==> src/design/asep_red_cell.sv <==
// Range reduction cell: one conditional subtraction of a multiple of two pi.
`default_nettype none
module asep_red_cell #(
  parameter int          RW  = 35,
  parameter logic [RW-1:0] SUB = '0
) (
  input  wire logic          clk,
  input  wire logic          en,
  input  wire logic [RW-1:0] v_i,
  output logic      [RW-1:0] v_o
);
  logic [RW-1:0] v_r;
  logic [RW-1:0] v_nxt;

  always_comb begin
    v_nxt = (v_i >= SUB) ? v_i - SUB : v_i;
  end

  always_ff @(posedge clk) begin
    if (en) begin
      v_r <= v_nxt;
    end
  end

  assign v_o = v_r;
endmodule
`default_nettype wire

==> config.mk <==
export PLATFORM = sky130hd
export DESIGN_NAME = asep_red_cell
export DESIGN_NICKNAME = d
export VERILOG_FILES = /design/src/design/asep_red_cell.sv
export SDC_FILE = /design/constraint.sdc
export NUM_CORES = 1
export LEC_CHECK = 0
export ABC_AREA = 1
export BUFFER_PORTS_ARGS = -buffer_cell sky130_fd_sc_hd__buf_2
export CORE_ASPECT_RATIO = 0.75
export CORE_MARGIN = 3
export CORE_UTILIZATION = 42
export DETAILED_ROUTE_END_ITERATION = 6
export GPL_ROUTABILITY_DRIVEN = 0
export PLACE_DENSITY = 0.81
export SLEW_MARGIN = 10
export SYNTH_ARGS = -nofsm -noshare
export SYNTH_HDL_FRONTEND = slang
export SYNTH_SLANG_ARGS = --single-unit
==> constraint.sdc <==
create_clock -name clk -period 1.04 [get_ports clk]
set_input_delay 0.208 -clock clk [delete_from_list [all_inputs] [get_ports clk]]
set_output_delay 0.208 -clock clk [all_outputs]
set_load 0.05 [all_outputs]
==> results of run 1 <==
[stage by stage]
step           area (µm²)  hold WS [ns]
2_1_floorplan        1051        0.3069
3_3_place_gp         1476        0.3855
3_5_place_dp         1476        0.3867
4_1_cts              1744       0.03569
5_1_grt              1744       0.01962
6_report             1744       0.04360
[routing by layer]
layer | GRT usage (%) | routed length, µm
met4 | 7.885 | 65
met2 | 33.97 | 1709
met5 | 0 | 0
met3 | 6.682 | 94
met1 | 24.69 | 1076
[cell usage in the layout (no fill, tap or decap)]
master	netlist	routed
buf_6	0	35
buf_4	0	1
buf_12	0	1
edfxtp_1	35	35
clkbuf_4	0	5
clkbuf_1	0	1
clkinv_1	0	2
buf_2	0	36
[power by group through the flow]
stage,sequential [µW],clock (µW),combinational [µW]
2_1_floorplan,2130,0,0
3_3_place_gp,1730,0,600
3_5_place_dp,1730,0,607
4_1_cts,1730,677,737
5_1_grt,1740,751,758
6_report,1730,661,742
[final cells by class]
cell class,count,area share (%)
Clock inverter,2,0.4304
Clock buffer,6,2.367
Timing Repair Buffer,73,34.51
Tap cell,34,2.439
Sequential cell,35,60.26
[timing repair]
| item | in CTS | in global routing |
|---|---|---|
| setup endpoints to repair | 35 | 35 |
| gates resized for setup | 70 | 0 |
| setup buffers | 0 | 0 |
[worst max-delay path by stage]
stage               slack [ns]                 to              start
CTS                      -0.10            v_o[32]  v_o[32]$_DFFE_PP_
global route             -0.15            v_o[22]  v_o[22]$_DFFE_PP_
finish                   -0.12            v_o[10]  v_o[10]$_DFFE_PP_
floorplan                 0.23             v_o[0]   v_o[0]$_DFFE_PP_
global placement          0.15  v_o[11]$_DFFE_PP_                 en
detailed placement        0.13  v_o[34]$_DFFE_PP_                 en
[kinds of logic (layout without fill, tap and decap cells)]
logic type,count (synthesis),in the layout,synth area share (%)
flops,35,35,100.0
buf+inv,0,81,0
==> metrics, run 1 <==
status finished, violations left; violated checks negative setup slack; Synth area leaders edfxtp_1 (100%); Worst path slowest cell edfxtp_1; # DRC 0; Critical Path Source Type register; Ports between 70 and 80; critical path class reg2out; sw power ~950 µW; Critical Path AT about 0.95 ns; cts hold-fix bufs 0; sequential power share 55.2%; comb_multi_in 0; register bit total from synthesis 35; GR Util All Layers between 20% and 30%; fin crit period ~1.2 ns; Leakage 0.0007375 µW; crit path max fanout 1; layout cell share with drive strength beyond 1 67.24%; Unique masters post-synth 1; Mapped Cells 35; Min-Delay Endpoint v_o[11]$_DFFE_PP_; syn nets 72; placed cell count 142; post-synth top area share 100.0%; Final Hold Vio Count 0; total negative setup slack -2.246 ns; most common cell in the synthesized netlist edfxtp_1; power density over cell area approximately 1800 mW/mm²; CP Capture Type output port; maximum clock path buffer count 2; fillcell total 134; WP data required about 0.83 ns; global route total overflow 0; Iter 0 DRT Violations 26; ys flop type edfxtp_1; Die ar. roughly 0.0031 mm²; Core Util, Final 74.35%; Netlist Area Pre-Place roughly 0.0011 mm²; Hold Path Depth 1; Final setup viols 35; source of the worst hold timing path v_i[11]; Routed Antenna Nets 0; asr flop ratio synth 0%; area taken by multi-input logic gates 0 µm²; clock-pin slew on the worst setup and hold paths approximately 0.10 ns; final worst-path setup slack -0.1161 ns; fmax roughly 860 MHz; max reg flops 35; period utilisation layout 111.2%; global-route wire length before repair roughly 4300 µm; CP Depth 1; Max VDD drop between 1 and 1.5 mV; EDFF count, synth 35; FP Rows 15; Initial Util approximately 45%; Synth Area per Inst between 30 and 40 µm²; die width around 64 µm; CP cell instances buf_6; area delta synth->final 65.95%; Internal between 2000 and 2500 µW; final wirelength 2946 µm; drt pass-1 iters 4; Comb pwr share 23.7%; TritonCTS clock tree yes; YS warnings 0; Max-slew headroom 88.32%; switching portion of total power between 30% and 40%; pre-CTS setup slack approximately 0.13 ns; min-delay worst type in2reg; CP Buf/Inv Count 1; top cells by count, synth edfxtp_1 (35); total CTS buffers 5; DR vias about 660; n_diodes 0; total core area around 0.0023 mm²; WL per Instance 19.64 µm; H-Tree Depth 2; Final nets between 150 and 200; initial antenna violation count 0; RSZ-0062 raised after global routing true; PortBufs between 70 and 80; final cell count without fillers 150; storage element area ~0.0011 mm²; Max Cap Viol 0; Largest stage delay, worst path ~0.43 ns; largest net degree at the start of global routing 22; Clk network pwr share 21.1%; clock sink total 35; max-slew violations 0; gate family responsible for the most delay along the worst path flip-flops; Power Total ~3100 µW; vias in the first global route 694; post-synth top area cell edfxtp_1; slew at the pin closest to its max-slew limit 0.1752 ns; Seq/Total Area, Yosys 100.0%; Die Y just under 50 µm; CTS root buffer clkbuf_4; drt via density approximately 4.4
Power figures use the tool's default switching activity.
==> run 2: changes to the inputs <==
Settings changed: CELL_PAD_IN_SITES_DETAIL_PLACEMENT set to 0, CELL_PAD_IN_SITES_GLOBAL_PLACEMENT set to 1, CORE_UTILIZATION 42 to 34, PLACE_DENSITY 0.81 to unset, PLACE_DENSITY_LB_ADDON set to 0.1.
==> run 2 against run 1 <==
Net effect: flip-flop and latch count is the same; critical path type unchanged; global-route usage down 8.4 points; largest power group unchanged; core utilization down 11 points; non-clock buffer count decreased by 1; clock power up 32%; the run still ends with negative setup slack left.
==> metrics, run 2 (synthesis results as in run 1) <==
Die ar. 0.003801 mm² (+21%); power density over cell area 1879 mW/mm² (+4.5%); max-slew violations 0 (unchanged); drt via density 4.265 (-3.5%); Leakage 0.0007456 µW (+1.1%); fmax 946.9 MHz (+9.5%); CP Depth 1 (unchanged); WL per Instance 14.46 µm (-26%); n_diodes 0 (unchanged); largest net degree at the start of global routing 36 (+64%); max reg flops 35 (unchanged); min-delay worst type in2reg; H-Tree Depth 2 (unchanged); DP Area 0.001471 mm² (-0.34%); sw power 938.3 µW (-1.5%); clock sink total 35 (unchanged); comb_multi_in 0 (unchanged); Critical Path AT 0.85 ns (-0.10 ns); TritonCTS clock tree yes; initial antenna violation count 0 (unchanged); WP data required 0.83 ns (about the same); FP Rows 16 (+1); Internal 2388 µW (+9.4%); DR vias 644 (-2.9%); Post-CTS Setup Inserts 0 (unchanged); status finished, violations left; CP Capture Type output port; Worst Setup EP v_o[16]; Max-slew headroom 87.66% (-0.66 points); Hold Slack 0.1036 ns (+0.05999 ns); area taken by multi-input logic gates 0 µm² (unchanged); Routed Antenna Nets 0 (unchanged); Power Total 3326 µW (+6.1%); Clk network pwr share 26.3% (+5.2 points); critical path class reg2out; Ports 72 (unchanged); total CTS buffers 5 (unchanged); vias in the first global route 651 (-6.2%); RSZ-0062 raised after global routing true; CTS root buffer clkbuf_8; crit path max fanout 1 (unchanged); Initial Util 37.77% (-7.0 points); CP Buf/Inv Count 1 (unchanged); clock-pin slew on the worst setup and hold paths 0.06 ns (-0.04 ns); fillcell total 216 (+61%); drt pass-1 iters 2 (-2); Final setup viols 11 (-69%); Largest stage delay, worst path 0.40 ns (-0.03 ns); layout cell share with drive strength beyond 1 66.96% (-0.28 points); Max VDD drop 1.170 mV (+10%); Critical Path Source Type register; final wirelength 2184 µm (-26%); fin crit period 1.056 ns (-0.1000 ns); Die Y 54.15 µm (+9.8%); CP Launch Point v_o[16]$_DFFE_PP_; maximum clock path buffer count 2 (unchanged); Design Area, Final 0.001770 mm² (+1.5%); violated checks negative setup slack; area delta synth->final 68.45%; die width 70.20 µm (+10%); Max Cap Viol 0 (unchanged); total core area 0.002783 mm² (+19%); Iter 0 DRT Violations 56 (+120%); global-route wire length before repair 3118 µm (-28%); switching portion of total power 28.21% (-2.2 points); most common cell after layout, fill and taps aside buf_2; Worst path slowest cell edfxtp_1; sequential power share 52.1% (-3.1 points); Comb pwr share 21.7% (-2.0 points); gate family responsible for the most delay along the worst path flip-flops; Final Hold Vio Count 0 (unchanged); PortBufs 71 (unchanged); global route total overflow 0 (unchanged); CP cell instances buf_6; # DRC 0 (unchanged); commonest cells after routing, fill and taps aside buf_2 (36), buf_6 (35), edfxtp_1 (35), clkbuf_8 (5), clkinv_1 (2); final worst-path setup slack -0.01609 ns (+0.1000 ns); GR Util All Layers 11.94% (-8.4 points); slew at the pin closest to its max-slew limit 0.1851 ns (+0.009929 ns); Final nets 151 (-0.66%); period utilisation layout 101.5% (-9.6 points)
[run 2: changes by cell type in the layout (fill, tap and decap cells not counted), sizes merged]
cell  change
buf       -1
[run 2: timing repair]
| action | 4_1_cts | 5_1_grt |
|---|---|---|
| endpoints found under the setup margin | 35 | 35 |
| resized for setup | 70 | 0 |
| hold buffers | 0 | 0 |
[run 2: cell type report]
cell class | instances | area (µm²) | area share [%]
clock inverter | 2 | 7.507 | 0.4240
clock buffer | 6 | 72.57 | 4.099
timing repair buffer | 72 | 594.3 | 33.57
sequential | 35 | 1051 | 59.36
tap | 36 | 45.04 | 2.544
[run 2: worst min path at each step]
stage	startpoint	endpoint	slack, ns	cells after the start
6_report	v_i[24]	v_o[24]$_DFFE_PP_	0.10	1
5_1_grt	v_i[25]	v_o[25]$_DFFE_PP_	0.09	1
4_1_cts	v_i[17]	v_o[17]$_DFFE_PP_	0.09	1
3_5_place_dp	v_i[24]	v_o[24]$_DFFE_PP_	0.39	1
3_3_place_gp	v_i[28]	v_o[28]$_DFFE_PP_	0.39	1
2_1_floorplan	v_i[0]	v_o[0]$_DFFE_PP_	0.31	0
[run 2: per-layer routing]
metal	global-route usage, %	routed length [µm]	up-vias
met4	5.732	14	0
met5	0	0	-
met3	5.784	215	2
met2	20.22	1147	42
met1	12.93	806	301
li1	-	-	299
[run 2: power by group through the flow]
stage	Sequential, µW	Clock [µW]	Combinational, µW
CTS	1730	897	723
global placement	1730	0	592
floorplan	2130	0	0
global route	1740	961	741
detailed placement	1730	0	596
finish	1730	874	720
[run 2: metrics by stage]
step	setup TNS, ns	utilization (%)	worst slack (ns)	cells
floorplan	0	-	0.2314	35
global placement	0	52.88	0.2070	143
detailed placement	0	52.88	0.2033	143
CTS	-0.3615	63.62	-0.02828	151
global route	-1.082	63.62	-0.05715	151
finish	-0.08813	63.62	-0.01609	151
