## src/design/asep_pkg.sv

```systemverilog
// Package: constants, types and arithmetic helpers of the angular separation core.
`default_nettype none
package asep_pkg;

  localparam longint Q30_ONE      = 64'sd1073741824;
  localparam longint Q30_PI       = 64'sd3373259426;
  localparam longint Q30_HALF_PI  = 64'sd1686629713;
  localparam longint Q30_TWO_PI   = 64'sd6746518852;
  localparam longint Q30_INV_GAIN = 64'sd652032874;
  localparam int     SQRT_STEPS   = 31;

  typedef struct packed {
    logic signed [33:0] x;
    logic signed [33:0] y;
    logic signed [33:0] z;
  } cord_t;

  typedef struct packed {
    logic [61:0] n;
    logic [61:0] res;
  } sqrt_t;

  function automatic logic [63:0] atan_q30(input logic [4:0] i);
    logic [63:0] v;
    case (i)
      5'd0:  v = 64'd843314857;
      5'd1:  v = 64'd497837829;
      5'd2:  v = 64'd263043837;
      5'd3:  v = 64'd133525159;
      5'd4:  v = 64'd67021687;
      5'd5:  v = 64'd33543516;
      5'd6:  v = 64'd16775851;
      5'd7:  v = 64'd8388437;
      5'd8:  v = 64'd4194283;
      5'd9:  v = 64'd2097149;
      5'd10: v = 64'd1048576;
      5'd11: v = 64'd524288;
      5'd12: v = 64'd262144;
      5'd13: v = 64'd131072;
      5'd14: v = 64'd65536;
      5'd15: v = 64'd32768;
      5'd16: v = 64'd16384;
      5'd17: v = 64'd8192;
      5'd18: v = 64'd4096;
      5'd19: v = 64'd2048;
      5'd20: v = 64'd1024;
      5'd21: v = 64'd512;
      5'd22: v = 64'd256;
      5'd23: v = 64'd128;
      5'd24: v = 64'd64;
      5'd25: v = 64'd32;
      5'd26: v = 64'd16;
      5'd27: v = 64'd8;
      5'd28: v = 64'd4;
      5'd29: v = 64'd2;
      5'd30: v = 64'd1;
      default: v = 64'd0;
    endcase
    return v;
  endfunction

  // Q30 product, magnitude rounded half up, sign applied afterwards
  function automatic logic signed [33:0] mulq(input logic signed [33:0] a,
                                              input logic signed [33:0] b);
    logic        neg;
    logic [33:0] aa;
    logic [33:0] ab;
    logic [65:0] p;
    logic [33:0] m;
    neg = a[33] ^ b[33];
    aa  = a[33] ? 34'(-a) : 34'(a);
    ab  = b[33] ? 34'(-b) : 34'(b);
    p   = 66'(aa[32:0]) * 66'(ab[32:0]) + 66'(64'd536870912);
    m   = p[63:30];
    return neg ? -$signed(m) : $signed(m);
  endfunction

endpackage
`default_nettype wire

```

## src/design/asep_rot_cell.sv

```systemverilog
// CORDIC rotation cell: one micro-rotation towards z = 0.
`default_nettype none
module asep_rot_cell #(
  parameter int STEP = 0
) (
  input  wire logic          clk,
  input  wire logic          en,
  input  wire asep_pkg::cord_t c_i,
  output asep_pkg::cord_t      c_o
);
  localparam logic [63:0] ATAN64 = asep_pkg::atan_q30(5'(STEP));
  localparam logic signed [33:0] ATAN = $signed(ATAN64[33:0]);

  asep_pkg::cord_t c_r;
  asep_pkg::cord_t c_nxt;
  logic signed [33:0] dx;
  logic signed [33:0] dy;

  always_comb begin
    dx = c_i.y >>> STEP;
    dy = c_i.x >>> STEP;
    if (!c_i.z[33]) begin
      c_nxt.x = c_i.x - dx;
      c_nxt.y = c_i.y + dy;
      c_nxt.z = c_i.z - ATAN;
    end else begin
      c_nxt.x = c_i.x + dx;
      c_nxt.y = c_i.y - dy;
      c_nxt.z = c_i.z + ATAN;
    end
  end

  always_ff @(posedge clk) begin
    if (en) begin
      c_r <= c_nxt;
    end
  end

  assign c_o = c_r;
endmodule
`default_nettype wire

```

## config.mk

```make
export PLATFORM = sky130hd
export DESIGN_NAME = asep_rot_cell
export DESIGN_NICKNAME = d
export VERILOG_FILES = /design/src/design/asep_pkg.sv /design/src/design/asep_rot_cell.sv
export SDC_FILE = /design/constraint.sdc
export NUM_CORES = 1
export LEC_CHECK = 0
export BUFFER_PORTS_ARGS = -buffer_cell sky130_fd_sc_hd__buf_2
export CELL_PAD_IN_SITES_DETAIL_PLACEMENT = 2
export CELL_PAD_IN_SITES_GLOBAL_PLACEMENT = 2
export CORE_MARGIN = 1
export CORE_UTILIZATION = 34
export CTS_CLUSTER_DIAMETER = 200
export DETAILED_ROUTE_END_ITERATION = 6
export HOLD_SLACK_MARGIN = 0.15
export PLACE_DENSITY_LB_ADDON = 0.15
export SLEW_MARGIN = 20
export SYNTH_ARGS = -nofsm -noshare
export SYNTH_HDL_FRONTEND = slang
export SYNTH_SLANG_ARGS = --single-unit
```

## constraint.sdc

```tcl
create_clock -name clk -period 5.35 [get_ports clk]
set_input_delay 0.8025 -clock clk [delete_from_list [all_inputs] [get_ports clk]]
set_output_delay 0.8025 -clock clk [all_outputs]
set_load 0.02 [all_outputs]
```

==> results of run 1 <==
[layer usage]
layer  wire (um)  up-vias
met5           0        -
met4         661        0
met3         827       39
met2       18100      171
met1       16200     4666
li1            -     4500
[power groups by stage]
| stage | registers [mW] | clock network, mW | logic, mW |
|---|---|---|---|
| floorplan | 1.28 | 0 | 0.679 |
| global placement | 1.10 | 0 | 1.28 |
| detailed placement | 1.11 | 0 | 1.32 |
| CTS | 1.09 | 0.807 | 1.32 |
| global route | 1.10 | 0.829 | 1.42 |
| finish | 1.09 | 0.788 | 1.32 |
[stage by stage]
step / util / cells / hold WS (ns) / setup slack, ns / cell area [sq um]
detailed placement: 0.395 / 1698 / 1.14 / 0.801 / 11400
global placement: 0.395 / 1698 / 1.12 / 0.929 / 11400
CTS: 0.407 / 1713 / 0.752 / 1.16 / 11800
global route: 0.407 / 1713 / 0.774 / 0.957 / 11800
floorplan: - / 1151 / 0.915 / 1.39 / 10100
finish: 0.407 / 1713 / 0.768 / 1.14 / 11800
[cell type report]
type / instances / area share
Multi-Input combinational cell: 891 / 0.546
Clock buffer: 10 / 0.0194
Tap cell: 384 / 0.0408
Sequential cell: 101 / 0.258
Inverter: 110 / 0.0351
Clock inverter: 5 / 0.00914
Timing Repair Buffer: 212 / 0.0920
[cells by family after synthesis]
| family | after synthesis |
|---|---|
| AOI/OAI and AO/OA | 389 |
| xor gates and xnor gates | 94 |
| adders and majority gates | 135 |
| buffers and inverters | 159 |
| DFF | 101 |
| muxes | 18 |
| and+or+nand+nor | 255 |
[synthesized netlist by cell type (4+ instances only)]
master and n:
a2111oi_0 5, a211o_1 5, a211oi_1 12, a21o_1 40
a21oi_1 142, a221o_1 5, a221oi_1 4, a31o_2 4
a31oi_1 7, buf_1 8, buf_2 6, clkbuf_1 32
clkinv_1 5, edfxtp_1 101, fa_1 4, ha_1 131
inv_1 105, mux2i_1 17, nand2_1 68, nand2b_1 10
nand3_1 14, nand3b_1 4, nand4_1 12, nor2_1 89
nor2b_1 12, nor3_1 17, nor4_1 8, o211ai_1 10
o21a_1 8, o21ai_0 69, o21bai_1 25, o31a_1 4
o31ai_1 12, or3_1 4, xnor2_1 74, xor2_1 20
[path summary, 6_finish.rpt]
kind | slack, ns | startpoint | cells past startpoint | endpoint
worst max-delay path | 1.14 | c_i[33] | 12 | c_o[33]
worst min-delay path | 0.77 | c_i[0] | 2 | c_o[0]
==> results by group, run 1 <==
Yosys
  – Largest cells by area after synthesis: edfxtp_1 30%, ha_1 16%, a21oi_1 7.0%
  – Synth Area in Adders: 0.170
  – YS warnings: 0
  – Synth Flop Type: edfxtp_1
  – Area leader, netlist: edfxtp_1
  – Post-Synth Simple-Gate Area: 0.119
  – Synthesized net count: 1390
  – Xor-xnor portion of the synthesized cell area: 0.0816
  – Sequential area share after synthesis: 0.301
  – Largest family of logic cells by synthesized area: compound AO/OA/AOI/OAI gates
  – Syn avg cell area: 8.76 sq um
  – Async SR Flop Fraction: 0
  – EDFF count, synth: 101
  – Seq cells post-synth: 101
  – Synth unique cells: 73
  – Compound-Gate Fraction of Synth Area: 0.248
  – Cells after Synth: 1151
  – Mapped Area: roughly 10000 sq um
  – Mux contribution to synthesized area: 0.0180
  – Area share of the largest cell type after synthesis: 0.301

Setup path
  – Maximum fanout along the worst path: 25
  – CP Capture Type: flip-flop
  – Critical path's top delay family: compound AO/OA/AOI/OAI gates
  – CP max-delay cell: a2111oi_0
  – Buf+Inv Stages, Crit Path: 2
  – WS Path Type: input port to flip-flop
  – Worst Setup Start Kind: input port
  – Critical Path, Cell by Cell: buf_4, inv_2, ha_1, nand2_1, or3_1, a2111oi_0, o31ai_1, a21oi_1, a41o_1, o21a_1, o21ai_0, o2bb2ai_1
  – Crit path largest cell delay: roughly 0.68 ns
  – Arrival @ worst endpoint: 4.32 ns
  – Req. time, crit path: 5.46 ns

Global route
  – Vias in the first global route: 9945
  – Global-route wire length before repair: around 56000 um
  – Largest net degree at the start of global routing: 77
  – Global routing usage on met1: 0.301
  – Grt met2 use: 0.421
  – Layer with the highest usage: met2
  – Aggregate global-route resource usage: 0.235
  – Met3 usage: 0.0201
  – GRT overflow: 0
  – Initial antenna violation count: 0

Layout
  – Reg area: 3030 sq um
  – Filler cell count: around 3300
  – Multi-input logic area: 6430 sq um
  – Layout cells sized above 1: 0.182
  – Max reg flops: between 100 and 150
  – Area grow syn2layout: 16.8%
  – Final nets: ~1600
  – Most common cell after layout, fill and taps aside: buf_2
  – Most frequent cells in the layout: 203 x buf_2, 142 x a21oi_1, 131 x ha_1, 105 x inv_1, 101 x edfxtp_1
  – Ant diodes: 0

Timing
  – RSZ-0062 raised after global routing: no
  – Fin crit share: 0.787
  – Slew headroom: 0.329
  – Final Max Tran Viols: 0
  – Final hold vios: 0
  – Fin crit period: 4.21 ns
  – Setup violators final: 0
  – Fmax: roughly 0.24 GHz
  – TNS Setup: 0 ns
  – Worst Max-Slew Pin Slew: 1.01 ns

Drt
  – Pre-antenna DRT Iters: 4
  – DRC viols: 0
  – Vias per Instance: approximately 5.5
  – Drt initial violations: 454
  – Final wirelength: 35700 um
  – Avg WL per Cell: 20.9 um
  – Detailed-route via count: 9376
  – Final antenna-violating net count: 0

Floorplanning
  – Die H: 174 um
  – Chip width: 174 um
  – Number of core rows: between 60 and 70
  – Core Area: between 20000 and 30000 sq um
  – IO Count: 206
  – Die area: 30300 sq um
  – Initial Util: 0.348

Clock tree
  – CTS clock-pin slew for the worst setup and hold paths: 0.08 ns
  – CTS resizes: 0
  – CTS root buffer: clkbuf_16
  – Hold-fix buffers at CTS: 0
  – Htree depth: 3
  – Setup Buffers After CTS: 0
  – Total clock buffers created by CTS: 9
  – Clock sinks: 101
  – CTS tree: yes
  – Longest Clk Path Bufs: 2

Power
  – Sw Ratio: 0.382
  – P_leak: 5.33 nW
  – Internal: 1.97 mW
  – Combinational Power Share: 0.412
  – PD cells: 271 nW/um^2
  – VDD IR-drop max: 123 uV
  – PnR Total Power: 3.19 mW
  – Sequential Power Share: 0.341
  – NetSw: 1.22 mW
  – Clock share of power: 0.247

Run status
  – Outcome: finished, final reports clean

Placement
  – Routability cong.: between 0.8 and 0.9
  – Final HPWL DP: 28800 um
  – PortBufs: 205

Run
  – Maxcap violations: 0

Worst hold path
  – Worst Hold Class: input port to flip-flop
Note: power is estimated with default switching activity, not from simulation.
==> run 2, diff against run 1 <==
- clock period: 5.35 -> 4.2 ns (I/O delays scaled with it)
==> results by group, run 2 (same netlist as run 1, synthesis figures left out) <==
Global route
  – Met3 usage: 0.0157
  – GRT overflow: 0
  – Initial antenna violation count: 1
  – Global-route wire length before repair: around 57000 um
  – Largest net degree at the start of global routing: 66
  – Vias in the first global route: 10200
  – Grt met2 use: 0.438
  – Global routing usage on met1: 0.301
  – Layer with the highest usage: met2
  – Aggregate global-route resource usage: 0.239

Setup path
  – WS Path Type: input port to flip-flop
  – Req. time, crit path: 4.31 ns
  – CP startpoint: c_i[36]
  – Worst Setup Start Kind: input port
  – Maximum fanout along the worst path: 10
  – CP Capture Type: flip-flop
  – Arrival @ worst endpoint: 3.83 ns

Clock tree
  – CTS resizes: 0
  – Clock sinks: a little over 100
  – Hold-fix buffers at CTS: 0
  – CTS clock-pin slew for the worst setup and hold paths: 0.09 ns
  – CTS tree: yes
  – Longest Clk Path Bufs: 2
  – Htree depth: 3
  – Setup Buffers After CTS: 0
  – CTS root buffer: clkbuf_16
  – Total clock buffers created by CTS: 9

Layout
  – Layout cells sized above 1: 0.207
  – Area grow syn2layout: 19.5%
  – Final nets: between 1500 and 2000
  – Most common cell after layout, fill and taps aside: buf_2
  – Final Cell Area: 12000 sq um
  – Final non-filler cell total: between 1500 and 2000
  – Filler cell count: 3292
  – Max reg flops: 101
  – Most frequent cells in the layout: 203 x buf_2, 142 x a21oi_1, 131 x ha_1, 105 x inv_1, 101 x edfxtp_1

Drt
  – DRC viols: 0
  – Detailed-route via count: approximately 9500
  – Final wirelength: 36400 um
  – Final antenna-violating net count: 0
  – Vias per Instance: 5.43
  – Avg WL per Cell: 20.7 um
  – Pre-antenna DRT Iters: 5
  – Drt initial violations: 423

Floorplanning
  – Die H: 174 um
  – IO Count: 206
  – Chip width: 174 um
  – Initial Util: 0.348
  – Die area: 30300 sq um
  – Number of core rows: 62
  – Core Area: 28900 sq um

Placement
  – Routability cong.: about 0.86
  – PortBufs: 205
  – Final HPWL DP: 29800 um
  – Inst Count DP: 1739
  – Placed cell areas: 11700 sq um

Power
  – PD cells: 333 nW/um^2
  – VDD IR-drop max: 157 uV
  – P_leak: approximately 5.5 nW
  – PnR Total Power: 4.01 mW

Timing
  – Final Max Tran Viols: 0
  – RSZ-0062 raised after global routing: no
  – Final hold vios: 0
  – Fmax: roughly 0.27 GHz
  – Slew headroom: 0.456
  – Worst Max-Slew Pin Slew: a little under 0.8 ns
  – TNS Setup: 0 ns
  – Fin crit share: 0.886
  – Setup violators final: 0
  – Fin crit period: 3.72 ns

Run status
  – Outcome: finished, final reports clean

Worst hold path
  – Hold path start: c_i[0]
  – Worst Hold Class: input port to flip-flop

Run
  – Maxcap violations: 0
-- run 2: cell types whose count changed in the layout (fill, tap and decap cells not counted), sizes merged --
cell,previous run,this run
buf,212,253
bufinv,3,0
clkinv,5,8
inv,107,109
clkbuf,10,9
diode,0,1
-- run 2: layout make-up --
class	instances	area, sq um	area share
clock buffer	9	225	0.0187
tap	384	480	0.0399
inverter	110	413	0.0343
multi-input combinational	891	6430	0.534
antenna	1	2.50	0.000208
sequential	101	3030	0.252
clock inverter	7	68.8	0.00571
timing repair buffer	253	1390	0.116
-- run 2: layer usage --
metal | vias up | share of wire
li1 | 4577 | -
met1 | 4741 | 0.44
met2 | 187 | 0.51
met3 | 38 | 0.024
met4 | 0 | 0.018
met5 | - | 0
-- run 2: power by group --
| group | total, mW | internal, mW | switching [mW] |
|---|---|---|---|
| clock network | 0.885 | 0.420 | 0.465 |
| registers | 1.39 | 1.34 | 0.0479 |
| logic | 1.73 | 0.633 | 1.10 |
-- run 2: critical path, cell delays in order --
cell and delay (ns):
buf_2 0.10, inv_1 0.04, ha_1 0.43, nor3b_1 0.39, o311ai_1 0.17, nand3b_1 0.17, o21ai_2 0.13, o41ai_2 0.49
and4_1 0.32, a41oi_2 0.15, or4_1 0.48, a32oi_1 0.21, xor2_1 0.10
-- run 2: through the flow --
stage,hold WS (ns),worst slack (ns),utilization
finish,0.576,0.478,0.416
floorplan,0.742,0.411,-
global route,0.587,0.296,0.416
CTS,0.576,0.437,0.416
global placement,0.955,0.177,0.406
detailed placement,0.966,0.0474,0.406
-- run 2: final timing paths --
check,to,slack [ns],cells after the start
setup / recovery,c_o[67],0.48,13
hold / removal,c_o[0],0.58,2
