**src/design/asep_pkg.sv**
```systemverilog
// Package: constants, types and arithmetic helpers of the angular separation core.
`default_nettype none
package asep_pkg;

  localparam longint Q30_ONE      = 64'sd1073741824;
  localparam longint Q30_PI       = 64'sd3373259426;
  localparam longint Q30_HALF_PI  = 64'sd1686629713;
  localparam longint Q30_TWO_PI   = 64'sd6746518852;
  localparam longint Q30_INV_GAIN = 64'sd652032874;
  localparam int     SQRT_STEPS   = 31;

  typedef struct packed {
    logic signed [33:0] x;
    logic signed [33:0] y;
    logic signed [33:0] z;
  } cord_t;

  typedef struct packed {
    logic [61:0] n;
    logic [61:0] res;
  } sqrt_t;

  function automatic logic [63:0] atan_q30(input logic [4:0] i);
    logic [63:0] v;
    case (i)
      5'd0:  v = 64'd843314857;
      5'd1:  v = 64'd497837829;
      5'd2:  v = 64'd263043837;
      5'd3:  v = 64'd133525159;
      5'd4:  v = 64'd67021687;
      5'd5:  v = 64'd33543516;
      5'd6:  v = 64'd16775851;
      5'd7:  v = 64'd8388437;
      5'd8:  v = 64'd4194283;
      5'd9:  v = 64'd2097149;
      5'd10: v = 64'd1048576;
      5'd11: v = 64'd524288;
      5'd12: v = 64'd262144;
      5'd13: v = 64'd131072;
      5'd14: v = 64'd65536;
      5'd15: v = 64'd32768;
      5'd16: v = 64'd16384;
      5'd17: v = 64'd8192;
      5'd18: v = 64'd4096;
      5'd19: v = 64'd2048;
      5'd20: v = 64'd1024;
      5'd21: v = 64'd512;
      5'd22: v = 64'd256;
      5'd23: v = 64'd128;
      5'd24: v = 64'd64;
      5'd25: v = 64'd32;
      5'd26: v = 64'd16;
      5'd27: v = 64'd8;
      5'd28: v = 64'd4;
      5'd29: v = 64'd2;
      5'd30: v = 64'd1;
      default: v = 64'd0;
    endcase
    return v;
  endfunction

  // Q30 product, magnitude rounded half up, sign applied afterwards
  function automatic logic signed [33:0] mulq(input logic signed [33:0] a,
                                              input logic signed [33:0] b);
    logic        neg;
    logic [33:0] aa;
    logic [33:0] ab;
    logic [65:0] p;
    logic [33:0] m;
    neg = a[33] ^ b[33];
    aa  = a[33] ? 34'(-a) : 34'(a);
    ab  = b[33] ? 34'(-b) : 34'(b);
    p   = 66'(aa[32:0]) * 66'(ab[32:0]) + 66'(64'd536870912);
    m   = p[63:30];
    return neg ? -$signed(m) : $signed(m);
  endfunction

endpackage
`default_nettype wire

```
**src/design/asep_sqrt_cell.sv**
```systemverilog
// Square root cell: decides one result bit of the restoring integer root.
`default_nettype none
module asep_sqrt_cell #(
  parameter int STEP = 0
) (
  input  wire logic            clk,
  input  wire logic            en,
  input  wire asep_pkg::sqrt_t s_i,
  output asep_pkg::sqrt_t      s_o
);
  localparam logic [61:0] BIT = 62'(1) << (60 - 2 * STEP);

  asep_pkg::sqrt_t s_r;
  asep_pkg::sqrt_t s_nxt;
  logic [61:0] trial;

  always_comb begin
    trial = s_i.res + BIT;
    if (s_i.n >= trial) begin
      s_nxt.n   = s_i.n - trial;
      s_nxt.res = (s_i.res >> 1) + BIT;
    end else begin
      s_nxt.n   = s_i.n;
      s_nxt.res = s_i.res >> 1;
    end
  end

  always_ff @(posedge clk) begin
    if (en) begin
      s_r <= s_nxt;
    end
  end

  assign s_o = s_r;
endmodule
`default_nettype wire

```
**config.mk**
```make
export PLATFORM = sky130hd
export DESIGN_NAME = asep_sqrt_cell
export DESIGN_NICKNAME = d
export VERILOG_FILES = /design/src/design/asep_pkg.sv /design/src/design/asep_sqrt_cell.sv
export SDC_FILE = /design/constraint.sdc
export NUM_CORES = 1
export LEC_CHECK = 0
export BUFFER_PORTS_ARGS = -buffer_cell sky130_fd_sc_hd__buf_2
export CELL_PAD_IN_SITES_DETAIL_PLACEMENT = 1
export CELL_PAD_IN_SITES_GLOBAL_PLACEMENT = 2
export CORE_UTILIZATION = 30
export CTS_CLUSTER_DIAMETER = 200
export CTS_CLUSTER_SIZE = 28
export DETAILED_ROUTE_END_ITERATION = 6
export PLACE_DENSITY = 0.73
export SKIP_LAST_GASP = 1
export SLEW_MARGIN = 10
export SYNTH_ARGS = -nofsm -noshare
export SYNTH_HDL_FRONTEND = slang
export SYNTH_SLANG_ARGS = --single-unit
```
**constraint.sdc**
```tcl
create_clock -name clk -period 6.6 [get_ports clk]
set_clock_uncertainty 0.1 [all_clocks]
set_input_delay 1.32 -clock clk [delete_from_list [all_inputs] [get_ports clk]]
set_output_delay 1.32 -clock clk [all_outputs]
set_load 0.02 [all_outputs]
```
==> flow_summary.toml, run 1 <==
[status]
status = "complete, no violations"

[timing]
finalSetupTns_ns = 0
worst_pin_slew_ns = 0.7775
rsz0062_at_grt = "false"
hold_viol = 0
fmax_mhz = 208.1
slew_violations = 0
fin_crit_ns = 4.804
post-route-period-util_pct = 72.79
setup_viol_count_final = 0
relSlewSlack_pct = 48.17

[synth]
ys_types = 68
synth_area_leaders = "edfxtp_1, mux2_4, ha_1"
yosys_warnings = 0
synth-main-ff-cell = "edfxtp_1"
postSynth.asyncResetShare_pct = 0
synth-seq-cells = 124
synth.largest_area_cell = "edfxtp_1"
syn_avg_cell_area_sq_um = 10.80
synth-edff-count = 124
synth_top_area_share_pct = 41.94
synth_nets = 1011
yosysSeqAreaShare_pct = 41.94
synthesis.area_sq_um = 8879
synthesis.instances = 822

[detailed_routing]
ant_nets = 0
wire_per_inst_um = 17.85
firstDrtPassIters = 5
route.vias.total = 7027
drc = 0
routed_wl_um = 25970
drt-initial-drc-count = 237
vias_per_cell = 4.830

[clock_tree]
cts-root-buf = "clkbuf_16"
cts_hold_buf = 0
clk_pin_slew_ns = 0.07
clock-sinks = 124
post-cts-setup-buffers = 0
cts.path.max_buffers = 2
htree_levels = 4
cts_buffers = 17
post_cts_resized = 0
cts_tree = "yes"

[power_and_ir_drop]
netSwitchingPower_uw = 900.6
leakagePower_nw = 4.940
pwr-share-seq_pct = 35.0
p_clk_share_pct = 34.9
power_mw = 2.873
p_comb_share_pct = 30.1
ir_worst_vdd_mv = 0.1190
switching_share_pct = 31.34
cellPowerDensity_nw_per_um2 = 263.4
internal_power_mw = 1.973

[setup_path]
crit_path_max_fanout = 35
crit_buf_inv = 3
cp.depth = 15
critPathRequiredTime_ns = 6.68
cpPeakStageDelay_ns = 0.57
crit_chain = "buf_2 -> inv_1 -> ha_1 -> fa_1 -> nor2b_4 -> o21bai_1 -> a21oi_1 -> o31a_2 -> o2111ai_2 -> a21oi_2 -> a31oi_4 -> o21ai_2 -> a211oi_4 -> buf_4 -> mux2_2"
worstPathArrival_ns = 4.89
end_kind = "flip-flop"
crit_path_top_delay_cell = "buf_4"
crit_family = "compound AO/OA/AOI/OAI gates"
path_class = "in -> reg"
cp-start-kind = "input pin"

[cells_and_area]
num-fill-cells = 3318
largest_register_ffs = 124
fin_nets = 1246
drive_gt1_share_pct = 33.74
area_growth_syn_to_layout_pct = 22.89

[grt]
grt_usage_pct = 17.41
grt_pass1_vias = 7365
grt_max_degree = 82
antenna_found_initial = 2
grt-ovfl-total = 0
grt_pass1_wl_um = 40800

[floorplan]
core_area_sq_um = 28940
die_h_um = 174.0
die_area_sq_um = 30290
start_util_pct = 30.68
die_w_um = 174.0
num_io_pins = 250
rows = 62

[placed_design]
dp_hpwl_um = 20810
routabilityCongestion = 0.8170
portBuffers = 249

[hold_path]
hold_class = "in -> reg"
holdPathStages = 1

[run]
max-cap-violations = 0
-- logic make-up after synthesis --
group,synth area share [%]
multiplexers,10.15
flip-flops,41.94
adder cells (fa/ha/maj),8.963
buffers and inverters,6.863
AND/OR/NAND/NOR,9.343
XOR/XNOR,6.017
AO/OA/AOI/OAI,16.73
-- area by class of cell --
class	instances	area (sq um)	share of cell area (%)
Multi-Input combinational cell	588	4546	41.66
Sequential cell	124	3724	34.13
Timing Repair Buffer	252	1275	11.69
Tap cell	384	480.5	4.404
Clock buffer	18	429.2	3.933
Inverter	74	277.8	2.546
Clock inverter	14	176.4	1.617
Antenna cell	1	2.502	0.02294
-- Yosys cell counts (all sizes together), types with 8 or more instances --
master	number
nand3	11
edfxtp	124
a31oi	12
a21oi	85
nor3	9
o211ai	8
ha	62
xnor2	39
o21ai	44
nand4	20
nor2	34
buf	22
o21bai	11
a21o	28
xor2	22
inv	74
nand2	63
mux2	59
-- metal layers --
metal	track usage [%]	up-vias	share of wire, %
met5	0	-	0.089
met4	4.167	4	0.82
met3	4.243	13	4.2
met2	28.97	164	48
met1	22.63	3361	47
li1	-	3485	-
-- worst paths after layout --
path,start,endpoint
worst min-delay path,s_i[7],s_o[6]$_DFFE_PP_
worst max-delay path,s_i[62],s_o[64]$_DFFE_PP_
-- power by group through the flow --
| stage | Combinational (mW) | Clock [mW] | Sequential [mW] |
|---|---|---|---|
| floorplan | 0.501 | 0 | 1.15 |
| detailed placement | 0.873 | 0 | 1.02 |
| finish | 0.866 | 1.00 | 1.01 |
| global route | 0.944 | 1.05 | 1.02 |
| CTS | 0.877 | 1.03 | 1.01 |
| global placement | 0.865 | 0 | 1.02 |
-- layout by cell type, fill, tap and decap left out, drive strengths merged, types with 6 or more instances in the layout --
cell type and n:
nand4 20, buf 252, xnor2 39, ha 62, edfxtp 124, a31oi 12, clkbuf 18, nor3 9
nand3 11, a211oi 7, inv 74, a21o 28, clkinv 6, nor2b 6, mux2 59, o21a 7
a21oi 85, o21ai 44, a21boi 6, nand2 63, nor2 34, xor2 22, and2 7, o211ai 8
o21bai 11
-- metrics by stage --
step	utilization [%]	hold slack (ns)	cells	area, sq um	worst slack, ns
floorplan	-	1.319	822	8879	2.117
global placement	35.60	1.413	1422	10300	1.375
detailed placement	35.60	1.414	1422	10300	1.272
CTS	37.70	0.9465	1454	10910	1.742
global route	37.70	0.9513	1454	10910	1.551
finish	37.71	0.9683	1455	10910	1.796
Power figures use the tool's default switching activity.
==> inputs of run 2 (changes only) <==
Clock period 6.6 ns to 5 ns, I/O delays scaled along.
==> flow_summary.toml, run 2 (same netlist as run 1, synthesis figures left out) <==
[cells_and_area]
fin_nets = 1250
mostFrequentLayoutCells = "buf_2, edfxtp_1, a21oi_1"
regArea_sq_um = 3724
num-fill-cells = 3364
largest_register_ffs = 124
final_common_cell = "buf_2"
multi_input_area_sq_um = 4546
final_util_pct = 37.76
drive_gt1_share_pct = 33.64
area_growth_syn_to_layout_pct = 23.07

[floorplan]
die_area_sq_um = 30290
die_h_um = 174.0
num_io_pins = 250
die_w_um = 174.0
rows = 62
core_area_sq_um = 28940
start_util_pct = 30.68

[setup_path]
crit_top_cell = "a21oi_1"
path_class = "in -> reg"
cpPeakStageDelay_ns = 0.51
worstPathArrival_ns = 4.43
crit_chain = "buf_2 -> inv_1 -> ha_1 -> a21oi_1 -> a211oi_1 -> o2111ai_1 -> a21oi_1 -> a31oi_1 -> o31a_1 -> o31ai_1 -> a21boi_0 -> xnor2_1 -> mux2_4"
critPathRequiredTime_ns = 5.08
end_kind = "flip-flop"
cp-start-kind = "input pin"
crit_path_top_delay_cell = "o31ai_1"
crit_path_max_fanout = 5
crit_buf_inv = 2
crit_family = "compound AO/OA/AOI/OAI gates"

[timing]
relSlewSlack_pct = 40.49
post-route-period-util_pct = 86.99
fmax_mhz = 229.9
fin_crit_ns = 4.349
setup_viol_count_final = 0
holdWs_ns = 0.6540
worst_pin_slew_ns = 0.8926
hold_viol = 0
slew_violations = 0
rsz0062_at_grt = "false"
fin_ws_ns = 0.6507
finalSetupTns_ns = 0

[grt]
grt_usage_pct = 17.09
grt-ovfl-total = 0
antenna_found_initial = 2
grt_pass1_wl_um = 40320
grt_pass1_vias = 7407
grt_max_degree = 95

[run]
max-cap-violations = 0

[clock_tree]
cts.path.max_buffers = 2
clock-sinks = 124
cts-root-buf = "clkbuf_16"
cts_buffers = 17
cts_hold_buf = 0
post-cts-setup-buffers = 0
post_cts_resized = 0
htree_levels = 4
clk_pin_slew_ns = 0.06
cts_tree = "yes"

[power_and_ir_drop]
p_clk_share_pct = 33.2
p_comb_share_pct = 31.0
pwr-share-seq_pct = 35.8
leakagePower_nw = 4.960
cellPowerDensity_nw_per_um2 = 339.3
internal_power_mw = 2.559
ir_worst_vdd_mv = 0.1586
switching_share_pct = 30.99
netSwitchingPower_mw = 1.149
power_mw = 3.708

[hold_path]
hold_path_end = "s_o[56]$_DFFE_PP_"
holdPathStages = 1
hold_class = "in -> reg"
min-delay-start = "s_i[57]"

[detailed_routing]
vias_per_cell = 4.801
drt-initial-drc-count = 261
routed_wl_um = 25580
wl_met3_um = 1196
wl_met2_um = 12110
drc = 0
firstDrtPassIters = 4
route.vias.total = 7004
ant_nets = 0
met1Wirelength_um = 12000
dr.max_layer_used = "met5"
wire_per_inst_um = 17.53

[placed_design]
routabilityCongestion = 0.8155
portBuffers = 249
pre_cts_ws_ns = 0.2669
dp_hpwl_um = 20770

[status]
status = "complete, no violations"
## run 2: changes by cell type in the layout (fill, tap and decap cells not counted), sizes merged
cell	delta
buf	+4
clkbuf	+3
clkinvlp	-3
bufinv	-1
diode	+1
## run 2: per-stage QoR
stage	area (sq um)	cells
finish	10930	1459
global route	10920	1457
CTS	10920	1457
detailed placement	10360	1426
global placement	10360	1426
floorplan	8879	822
## run 2: layout make-up
cell class / instances / share of cell area (%)
Antenna cell: 2 / 0.04580
Clock buffer: 21 / 4.031
Clock inverter: 10 / 1.134
Inverter: 74 / 2.542
Multi-Input combinational cell: 588 / 41.60
Sequential cell: 124 / 34.08
Tap cell: 384 / 4.397
Timing Repair Buffer: 256 / 12.17
## run 2: worst max path at each step
stage,from,endpoint,slack (ns),cells past startpoint
floorplan,s_i[2],s_o[101]$_DFFE_PP_,0.84,13
global placement,s_i[2],s_o[64]$_DFFE_PP_,0.34,14
detailed placement,s_i[2],s_o[117]$_DFFE_PP_,0.27,13
CTS,s_i[2],s_o[117]$_DFFE_PP_,0.69,13
global route,s_i[2],s_o[117]$_DFFE_PP_,0.42,13
finish,s_i[2],s_o[117]$_DFFE_PP_,0.65,13
## run 2: power by group through the flow
| stage | logic (mW) | clock network, mW | registers [mW] |
|---|---|---|---|
| 6_report | 1.15 | 1.23 | 1.33 |
| 5_1_grt | 1.25 | 1.29 | 1.34 |
| 4_1_cts | 1.17 | 1.26 | 1.33 |
| 3_5_place_dp | 1.16 | 0 | 1.35 |
| 3_3_place_gp | 1.15 | 0 | 1.35 |
| 2_1_floorplan | 0.662 | 0 | 1.51 |
## run 2: metal layers
layer,up-vias,track usage [%]
met4,4,4.532
met1,3311,21.69
li1,3503,-
met2,163,28.87
met5,-,0
met3,23,4.156
==> inputs of run 3 (changes only) <==
Settings changed: PLACE_DENSITY 0.73 to not set, PLACE_DENSITY_LB_ADDON set to 0.1.
Clock period 5 ns to 5.4 ns, I/O delays scaled along.
==> flow_summary.toml, run 3 (same netlist as run 1, synthesis figures left out) <==
[status]
status = "complete, no violations"

[floorplan]
core_area_sq_um = 28940
start_util_pct = 30.68
die_w_um = 174.0
rows = 62
die_area_sq_um = 30290
num_io_pins = 250
die_h_um = 174.0

[detailed_routing]
routed_wl_um = 26550
route.vias.total = 7017
drt-initial-drc-count = 246
firstDrtPassIters = 5
drc = 0
ant_nets = 0
vias_per_cell = 4.819
wire_per_inst_um = 18.24

[setup_path]
crit_path_max_fanout = 5
critPathRequiredTime_ns = 5.48
crit_top_cell = "a21oi_1"
cp-start-kind = "input pin"
crit_family = "compound AO/OA/AOI/OAI gates"
cpPeakStageDelay_ns = 0.53
worstPathArrival_ns = 4.80
end_kind = "flip-flop"
crit_buf_inv = 2
crit_path_top_delay_cell = "o31ai_1"
crit_chain = "buf_2 -> inv_1 -> ha_1 -> a21oi_1 -> a211oi_1 -> o2111ai_1 -> a21oi_1 -> a31oi_1 -> o31a_1 -> o31ai_1 -> a21boi_0 -> xnor2_1 -> mux2_4"
path_class = "in -> reg"

[timing]
holdWs_ns = 0.7375
post-route-period-util_pct = 87.44
hold_viol = 0
worst_pin_slew_ns = 0.8636
rsz0062_at_grt = "false"
relSlewSlack_pct = 42.42
slew_violations = 0
finalSetupTns_ns = 0
setup_viol_count_final = 0
fin_crit_ns = 4.722
fmax_mhz = 211.8

[power_and_ir_drop]
ir_worst_vdd_mv = 0.1684
power_mw = 3.517
cellPowerDensity_nw_per_um2 = 321.7
leakagePower_nw = 4.966

[clock_tree]
clock-sinks = 124
cts_hold_buf = 0
htree_levels = 4
post_cts_resized = 0
clk_pin_slew_ns = 0.06
cts_tree = "yes"
cts.path.max_buffers = 2
cts-root-buf = "clkbuf_16"
cts_buffers = 17
post-cts-setup-buffers = 0

[placed_design]
routabilityCongestion = 0.7974
dp_hpwl_um = 21030
portBuffers = 249
dpl.cell_count = 1424

[grt]
grt_max_degree = 87
grt-ovfl-total = 0
antenna_found_initial = 2
grt_usage_pct = 17.82
grt_pass1_wl_um = 42140
grt_pass1_vias = 7514

[cells_and_area]
fin_nets = 1248
area_growth_syn_to_layout_pct = 23.14
final_common_cell = "buf_2"
largest_register_ffs = 124
mostFrequentLayoutCells = "buf_2, edfxtp_1, a21oi_1"
final_util_pct = 37.78
stdcell_count = 1456
drive_gt1_share_pct = 33.61

[hold_path]
hold_class = "in -> reg"

[run]
max-cap-violations = 0
## run 3: cell count changes in the layout (fill, tap and decap cells not counted)
cell        previous run  this run
diode_2                2         1
bufinv_16              3         4
clkinv_1               3         2
clkinvlp_4             1         0
clkinv_2               3         4
buf_4                  5         3
## run 3: final timing paths
| check | cells past startpoint | start | endpoint | slack, ns |
|---|---|---|---|---|
| worst min-delay path | 1 | s_i[55] | s_o[54]$_DFFE_PP_ | 0.74 |
| worst max-delay path | 13 | s_i[2] | s_o[117]$_DFFE_PP_ | 0.68 |
## run 3: through the flow
| stage | setup WS (ns) | instance area (sq um) |
|---|---|---|
| CTS | 0.6447 | 10930 |
| floorplan | 1.157 | 8879 |
| global placement | 0.1964 | 10340 |
| global route | 0.4913 | 10930 |
| detailed placement | 0.2018 | 10340 |
| finish | 0.6780 | 10930 |
## run 3: report_power, final
part           total [mW]  switching (mW)  leakage, nW  internal, mW
Clock                1.22           0.455        0.290         0.764
Sequential           1.23          0.0268         1.21          1.20
Combinational        1.07           0.617         3.46         0.452
Total                3.52            1.10         4.97          2.42
## run 3: routing by layer
| metal | share of wire [%] | track usage, % | up-vias | wire [um] |
|---|---|---|---|---|
| li1 | - | - | 3484 | - |
| met1 | 47 | 24.20 | 3314 | 12600 |
| met2 | 46 | 28.45 | 196 | 12240 |
| met3 | 5.2 | 4.199 | 21 | 1394 |
| met4 | 1.1 | 4.313 | 2 | 299 |
| met5 | 0.064 | 0 | - | 17 |
## run 3: cell type report
class                   instances  area, sq um
diodes                          1        2.502
clock buffers                  21        440.4
clock inverters                10        147.6
fillers                      3322        18000
inverters                      74        277.8
multi-input cells             588         4546
flip-flops and latches        124         3724
well taps                     384        480.5
repair buffers                254         1315
